--- config.mk ---
export PLATFORM = sky130hd
export DESIGN_NAME = led_status_blink_controller
export DESIGN_NICKNAME = d
export VERILOG_FILES = /design/src/sv/lsbc_pkg.sv /design/src/sv/led_status_blink_controller.sv
export SDC_FILE = /design/constraint.sdc
export NUM_CORES = 1
export LEC_CHECK = 0
export ABC_AREA = 1
export BUFFER_PORTS_ARGS = -buffer_cell sky130_fd_sc_hd__buf_2
export CAP_MARGIN = 5
export CORE_UTILIZATION = 54
export DETAILED_ROUTE_END_ITERATION = 12
export PLACE_DENSITY_LB_ADDON = 0.08
export SYNTH_ARGS = -nofsm -noshare
export SYNTH_HDL_FRONTEND = slang
export SYNTH_SLANG_ARGS = --single-unit
--- constraint.sdc ---
create_clock -name clk -period 4.14 [get_ports clk]
set_input_delay 0.207 -clock clk [delete_from_list [all_inputs] [get_ports clk]]
set_output_delay 0.207 -clock clk [all_outputs]
set_load 0.005 [all_outputs]
--- src/sv/lsbc_pkg.sv ---
// ----------------------------------------------------------------------------
// lsbc_pkg
// Types and constants for the status and activity LED blink controller.
// ----------------------------------------------------------------------------
package lsbc_pkg;

    localparam int TimeWidth  = 32;
    localparam int PeriodWidth = 16;
    localparam int BlinkWidth = 4;
    localparam int CfgIdxWidth = 3;

    typedef logic [TimeWidth-1:0]   time_t;
    typedef logic [PeriodWidth-1:0] period_t;
    typedef logic [BlinkWidth-1:0]  blink_cnt_t;

    typedef enum logic [2:0] {
        ACT_TICK     = 3'd0,
        ACT_SET_MODE = 3'd1,
        ACT_RX_FLASH = 3'd2,
        ACT_TX_FLASH = 3'd3,
        ACT_CMD_FLASH = 3'd4
    } action_t;

    typedef enum logic [2:0] {
        MODE_OFF   = 3'd0,
        MODE_ON    = 3'd1,
        MODE_SLOW  = 3'd2,
        MODE_FAST  = 3'd3,
        MODE_ERROR = 3'd4
    } mode_t;

    typedef enum logic [CfgIdxWidth-1:0] {
        REG_SLOW_HALF_PERIOD   = 3'd0,
        REG_FAST_HALF_PERIOD   = 3'd1,
        REG_ERROR_PAUSE        = 3'd2,
        REG_ERROR_BLINKS       = 3'd3,
        REG_SHORT_FLASH_LENGTH = 3'd4,
        REG_LONG_FLASH_LENGTH  = 3'd5
    } cfg_reg_t;

    localparam period_t    SlowHalfPeriodRst   = 16'd500;
    localparam period_t    FastHalfPeriodRst   = 16'd100;
    localparam period_t    ErrorPauseRst       = 16'd1000;
    localparam blink_cnt_t ErrorBlinksRst      = 4'd6;
    localparam period_t    ShortFlashLengthRst = 16'd50;
    localparam period_t    LongFlashLengthRst  = 16'd100;

endpackage

--- src/sv/led_status_blink_controller.sv ---
// ----------------------------------------------------------------------------
// led_status_blink_controller
// Status and activity LED driver fed by timestamped event transfers.
// ----------------------------------------------------------------------------
// One transfer in, one transfer out: each accepted item (tick, set mode or
// flash) produces the LED levels after that item. An item is captured in an
// input register, its effect on the mode, toggle timer, error burst counter
// and flash deadline is worked out from that register and written to the
// state and the result register together, so a new item is taken every
// cycle while the output is not stalled. Time compares use signed 32-bit
// differences, so timestamps may wrap. Configuration registers take effect
// from the next item.
module led_status_blink_controller (
    input  logic                                clk,
    input  logic                                rst_n,
    input  logic                                in_valid,
    output logic                                in_stall,
    input  logic [2:0]                          action,
    input  lsbc_pkg::time_t                     now,
    input  logic [2:0]                          mode,
    output logic                                out_valid,
    input  logic                                out_stall,
    output logic                                status_led,
    output logic                                activity_led,
    input  logic                                cfg_write,
    input  logic [lsbc_pkg::CfgIdxWidth-1:0]    cfg_index,
    input  lsbc_pkg::period_t                   cfg_data
);
    import lsbc_pkg::*;

    // configuration
    period_t    slow_half_reg;
    period_t    fast_half_reg;
    period_t    error_pause_reg;
    blink_cnt_t error_blinks_reg;
    period_t    short_flash_reg;
    period_t    long_flash_reg;

    // input stage
    logic       s1_valid_reg;
    logic [2:0] s1_action_reg;
    time_t      s1_now_reg;
    logic [2:0] s1_mode_reg;

    // block state
    mode_t      mode_reg;
    mode_t      mode_next;
    logic       status_level_reg;
    logic       status_level_next;
    time_t      last_toggle_reg;
    time_t      last_toggle_next;
    blink_cnt_t blink_cnt_reg;
    blink_cnt_t blink_cnt_next;
    logic       flash_active_reg;
    logic       flash_active_next;
    time_t      flash_deadline_reg;
    time_t      flash_deadline_next;

    // result register
    logic       out_valid_reg;
    logic       status_led_reg;
    logic       activity_led_reg;

    logic       s1_fire;
    logic       in_fire;
    time_t      toggle_diff;
    time_t      flash_diff;
    period_t    half_period;
    logic       toggle_due;
    blink_cnt_t blink_cnt_inc;

    assign s1_fire  = s1_valid_reg && (!out_valid_reg || !out_stall);
    assign in_stall = s1_valid_reg && !s1_fire;
    assign in_fire  = in_valid && !in_stall;

    assign out_valid    = out_valid_reg;
    assign status_led   = status_led_reg;
    assign activity_led = activity_led_reg;

    always_ff @(posedge clk or negedge rst_n)
    begin
        if (!rst_n)
        begin
            slow_half_reg    <= SlowHalfPeriodRst;
            fast_half_reg    <= FastHalfPeriodRst;
            error_pause_reg  <= ErrorPauseRst;
            error_blinks_reg <= ErrorBlinksRst;
            short_flash_reg  <= ShortFlashLengthRst;
            long_flash_reg   <= LongFlashLengthRst;
        end
        else if (cfg_write)
        begin
            case (cfg_reg_t'(cfg_index))
                REG_SLOW_HALF_PERIOD:   slow_half_reg    <= cfg_data;
                REG_FAST_HALF_PERIOD:   fast_half_reg    <= cfg_data;
                REG_ERROR_PAUSE:        error_pause_reg  <= cfg_data;
                REG_ERROR_BLINKS:       error_blinks_reg <= cfg_data[BlinkWidth-1:0];
                REG_SHORT_FLASH_LENGTH: short_flash_reg  <= cfg_data;
                REG_LONG_FLASH_LENGTH:  long_flash_reg   <= cfg_data;
                default: ;
            endcase
        end
    end

    always_ff @(posedge clk or negedge rst_n)
    begin
        if (!rst_n)
        begin
            s1_valid_reg <= 1'b0;
        end
        else if (in_fire)
        begin
            s1_valid_reg <= 1'b1;
        end
        else if (s1_fire)
        begin
            s1_valid_reg <= 1'b0;
        end
    end

    always_ff @(posedge clk)
    begin
        if (in_fire)
        begin
            s1_action_reg <= action;
            s1_now_reg    <= now;
            s1_mode_reg   <= mode;
        end
    end

    // item evaluation
    assign toggle_diff   = s1_now_reg - last_toggle_reg;
    assign flash_diff    = s1_now_reg - flash_deadline_reg;
    assign half_period   = (mode_reg == MODE_SLOW) ? slow_half_reg : fast_half_reg;
    assign toggle_due    = !toggle_diff[TimeWidth-1]
                           && (toggle_diff >= {{(TimeWidth-PeriodWidth){1'b0}}, half_period});
    assign blink_cnt_inc = blink_cnt_reg + 1'b1;

    always_comb
    begin
        mode_next           = mode_reg;
        status_level_next   = status_level_reg;
        last_toggle_next    = last_toggle_reg;
        blink_cnt_next      = blink_cnt_reg;
        flash_active_next   = flash_active_reg;
        flash_deadline_next = flash_deadline_reg;
        case (s1_action_reg)
            ACT_TICK:
            begin
                if ((mode_reg inside {MODE_SLOW, MODE_FAST, MODE_ERROR}) && toggle_due)
                begin
                    status_level_next = !status_level_reg;
                    last_toggle_next  = s1_now_reg;
                    // a toggle to unlit ends one error blink
                    if (mode_reg == MODE_ERROR && status_level_reg)
                    begin
                        blink_cnt_next = blink_cnt_inc;
                        if (blink_cnt_inc >= error_blinks_reg)
                        begin
                            blink_cnt_next   = '0;
                            last_toggle_next = s1_now_reg
                                + {{(TimeWidth-PeriodWidth){1'b0}}, error_pause_reg};
                        end
                    end
                end
                if (flash_active_reg && !flash_diff[TimeWidth-1])
                begin
                    flash_active_next = 1'b0;
                end
            end
            ACT_SET_MODE:
            begin
                if (s1_mode_reg inside {[MODE_OFF:MODE_ERROR]})
                begin
                    mode_next         = mode_t'(s1_mode_reg);
                    status_level_next = (s1_mode_reg != MODE_OFF);
                    last_toggle_next  = s1_now_reg;
                    blink_cnt_next    = '0;
                end
            end
            ACT_RX_FLASH, ACT_TX_FLASH:
            begin
                flash_active_next   = 1'b1;
                flash_deadline_next = s1_now_reg
                    + {{(TimeWidth-PeriodWidth){1'b0}}, short_flash_reg};
            end
            ACT_CMD_FLASH:
            begin
                flash_active_next   = 1'b1;
                flash_deadline_next = s1_now_reg
                    + {{(TimeWidth-PeriodWidth){1'b0}}, long_flash_reg};
            end
            default: ;
        endcase
    end

    always_ff @(posedge clk or negedge rst_n)
    begin
        if (!rst_n)
        begin
            mode_reg           <= MODE_OFF;
            status_level_reg   <= 1'b0;
            last_toggle_reg    <= '0;
            blink_cnt_reg      <= '0;
            flash_active_reg   <= 1'b0;
            flash_deadline_reg <= '0;
        end
        else if (s1_fire)
        begin
            mode_reg           <= mode_next;
            status_level_reg   <= status_level_next;
            last_toggle_reg    <= last_toggle_next;
            blink_cnt_reg      <= blink_cnt_next;
            flash_active_reg   <= flash_active_next;
            flash_deadline_reg <= flash_deadline_next;
        end
    end

    always_ff @(posedge clk or negedge rst_n)
    begin
        if (!rst_n)
        begin
            out_valid_reg <= 1'b0;
        end
        else if (s1_fire)
        begin
            out_valid_reg <= 1'b1;
        end
        else if (!out_stall)
        begin
            out_valid_reg <= 1'b0;
        end
    end

    always_ff @(posedge clk)
    begin
        if (s1_fire)
        begin
            status_led_reg   <= status_level_next;
            activity_led_reg <= flash_active_next;
        end
    end

`ifndef SYNTH
    // a processed item always lands in the result register
    assert property (@(posedge clk) disable iff (!rst_n)
        s1_fire |=> out_valid_reg)
        else $error("processed item did not reach the result register");

    // a held result always matches the block state
    assert property (@(posedge clk) disable iff (!rst_n)
        out_valid_reg |-> (status_led_reg == status_level_reg)
                          && (activity_led_reg == flash_active_reg))
        else $error("result register out of step with led state");

    // setting off mode darkens the status led
    assert property (@(posedge clk) disable iff (!rst_n)
        s1_fire && (s1_action_reg == ACT_SET_MODE) && (s1_mode_reg == MODE_OFF)
        |=> !status_level_reg && (mode_reg == MODE_OFF))
        else $error("off mode left status led lit");

    // any flash lights the activity led
    assert property (@(posedge clk) disable iff (!rst_n)
        s1_fire && ((s1_action_reg == ACT_RX_FLASH) || (s1_action_reg == ACT_TX_FLASH)
                    || (s1_action_reg == ACT_CMD_FLASH))
        |=> flash_active_reg)
        else $error("flash did not light activity led");

    // input side only backs up when the input stage holds an item
    assert property (@(posedge clk) disable iff (!rst_n)
        in_stall |-> s1_valid_reg && out_valid_reg && out_stall)
        else $error("input stalled without a held item");
`endif

endmodule
==> results.md <==
* Startpoint types: flop
* Post-Route WL at between 30000 and 40000 um
* Clk_lat worst skew at ~460 ps
* Final Skew at approximately 33 ps
* Synth Register Bits at between 150 and 200
* Number of port buffers at 65
* Reg2reg end: last_toggle_reg[0]$_DFFE_PN0P_
* # H-tree levels at 4
* Mean area per synthesized cell at roughly 7.4 um^2
* Die area at 0.0261 mm^2
* ANT cells at 0
* P_leak at ~8.1 nW
* Worst-Margin Slew at 1090 ps
* Vias in the first global route at 11731
* Post-synthesis cell type count at 47
* Crit Path Category: reg -> reg
* Post-route worst setup slack at 243 ps
* Root buf cell: clkbuf_16
* GPL Wtd Cong at 0.967
* Final hold viol count at 0
* Post-synth top cells: 591 x nand2_1, 273 x inv_1, 159 x o21ai_0
* Total number of vias at approximately 12000
* Dpl hpwl at ~30000 um
* Setup-failing EPs final at 0
* DR iter-0 viols at between 900 and 1000
* YS warnings at 0
* Number of enable flip-flop cells after synthesis at 40
* Syn nets at 2037
* Grt met2 use at ~51%
* Critical Path End Type: flop
* IO Pins at 66
* Worst-path clk slew at 110 ps
* Initial antenna violation count at 0
* Area of the core at 0.0251 mm^2
* Layer with the highest usage: met2
* CP startpoint: s1_now_reg[0]$_DFFE_PP_
* R2R cell count at 26
* Congestion Overflow GR at 0
* Peak VDD IR at between 0.0003 and 0.0004 V
* Crit-path max FO at 65
* Post-synth top area share at approximately a quarter
* Status: completed
* Most frequent cell after synthesis: nand2_1
* Cts bufs inserted at 17
* First-pass GRT wire length at ~60000 um
* Fin. max-slew vios at 0
* Tcrit/Tclk final at between 90% and 100%
* Layout area overhead at 13.7%
* Max Clock Freq at ~0.26 GHz
* Remaining DRCs at 0
* Asr flop ratio synth at 79.9%
* Synthesized netlist cell count at between 1500 and 2000
* Global routing met3 resource utilization at ~3.8%
* GR Util All Layers at a little under a third
* Initial core utilization at between 50 and 60%
* Sequential area share after synthesis at 37.9%
* M1 GR Usage at 41.0%
* Post-synth top flop: dfrtp_1
* Tightest Hold Check Type: in -> reg
* Detail Route Antenna Nets at 0
* Power Density at around 600 mW/mm^2
* Final TNS setup at 0 ps
* Leading cell types by total area after synthesis: dfrtp_1 25%, nand2_1 16%, ha_1 10%
* Share of cells above drive strength 1 at between 10% and 20%
* Max clock buf depth at 2
* Largest net degree at the start of global routing at about 100
* Synth area leader: dfrtp_1
* Mapped Area at 0.0138 mm^2
* Clock sink total at between 150 and 200
* Period minus WS final at slightly below 4000 ps
* Layout Nets at around 2200
* Setup slack at placement at 266 ps
* Die width at about 160 um
* CTS tree: built
* RR Startpoint: s1_now_reg[0]$_DFFE_PP_
* CP Data Arrival Time at around 4300 ps
* Num rows at between 50 and 60
* Routed len/inst at roughly 17 um
* Worst reg2reg setup slack at approximately 240 ps
* Worst setup endpoint: last_toggle_reg[0]$_DFFE_PN0P_
* Total of max-cap violations at 0
* Die Ht at approximately 160 um
* Relative slew slack at between 20 and 30%
* Vias per inst at ~5.3
* Worst path required time at 4520 ps
* Drt pass-1 iters at 5
## metal layers
| layer | up-vias | wire length [um] |
|---|---|---|
| li1 | 6171 | - |
| met1 | 5699 | 17200 |
| met2 | 350 | 18400 |
| met3 | 56 | 1920 |
| met4 | 0 | 1080 |
| met5 | - | 0 |
## repair_timing
| action | CTS | global route |
|---|---|---|
| endpoints found under the setup margin | 0 | 33 |
| setup buffers | 0 | 8 |
| gates resized for setup | 0 | 6 |
| hold endpoints to repair | 130 | 0 |
| hold buffers | 41 | 0 |
## cell families (layout without fill, tap and decap cells)
family          Yosys count  after routing  share of synthesized area, %
xor+xnor                 67             67                          4.27
mux                      17             17                          1.25
flops                   199            199                          37.9
buf+inv                 321            447                          9.09
simple gates            832            832                          24.7
compound gates          305            305                          12.0
fa+ha+maj               117            117                          10.8
## final cells by class
class | instances | area (um^2)
clock buffers | 17 | 425
clock inverters | 15 | 234
fillers | 2305 | 9460
inverters | 286 | 1070
multi-input cells | 1338 | 7350
flip-flops and latches | 199 | 5210
well taps | 330 | 413
repair buffers | 129 | 940
## how the worst min path moves through the flow
stage	startpoint	endpoint	slack [ps]	cells past startpoint
after floorplan	rst_n	blink_cnt_reg[0]$_DFFE_PN0P_	-90	0
after global placement	action[1]	s1_action_reg[1]$_DFFE_PP_	380	1
after detailed placement	action[0]	s1_action_reg[0]$_DFFE_PP_	390	1
after CTS	cfg_data[6]	slow_half_reg[6]$_DFFE_PN1P_	70	3
after global routing	cfg_data[5]	long_flash_reg[5]$_DFFE_PN1P_	100	3
final	cfg_data[6]	slow_half_reg[6]$_DFFE_PN1P_	60	3
## power breakdown
part / internal, mW / switching [mW] / total (mW)
Combinational: 1.74 / 2.96 / 4.70
Clock: 0.876 / 1.01 / 1.89
Sequential: 2.53 / 0.280 / 2.81
## worst max-delay path, cell delays in order, from the launching register on
cell and delay (ps):
edfxtp_1 410, inv_1 90, ha_1 250, fa_1 430, inv_1 140, nand2_1 60
nand2_1 80, nand3_1 90, nand2_2 150, nand2_1 80, nand2_2 130, xor2_1 120
ha_1 220, a21oi_1 120, nor2_1 50, a211oi_1 180, nand3_1 110, nor2_1 120
nand2_1 80, nor2_2 90, nand2_2 130, nand3_2 100, nand2_2 60, buf_12 190
inv_2 150, nand2_1 60, nand2_1 60
## through the flow
stage | hold slack [ps] | power, mW | std cells | util, % | area (um^2)
after floorplan | -88.6 | 6.16 | 1858 | - | 13800
after global placement | 383 | 7.30 | 2233 | 57.6 | 14500
after detailed placement | 385 | 7.41 | 2233 | 57.6 | 14500
after CTS | 67.9 | 9.33 | 2306 | 61.9 | 15500
after global routing | 99.9 | 10.2 | 2314 | 62.3 | 15600
final | 61.2 | 9.40 | 2314 | 62.3 | 15600
## cells in the final DEF, fill, tap and decap left out, types with 3 or more instances in the layout
cell type      instances
inv_16                 4
xor2_1                46
xnor2_1               20
nand4_1               16
nor4_1                 5
mux2i_1               16
o21ai_1               10
o21ai_2               18
nor2_1                96
clkinv_8               3
edfxtp_1              40
o21ai_0              159
inv_2                 11
inv_12                 4
o21a_1                 3
a21oi_1               89
nand2_2               13
nand3_1               68
nor2_2                11
clkbuf_16             17
dfstp_2               23
fa_1                   3
nand3b_1               4
ha_4                   3
ha_1                 110
buf_4                 21
o211ai_1               4
dlygate4sd3_1         41
a31oi_1                7
inv_1                273
buf_2                 64
nand2_1              590
o21bai_1               5
nor3_1                20
dfrtp_1              136
Note: power is estimated with default switching activity, not from simulation.
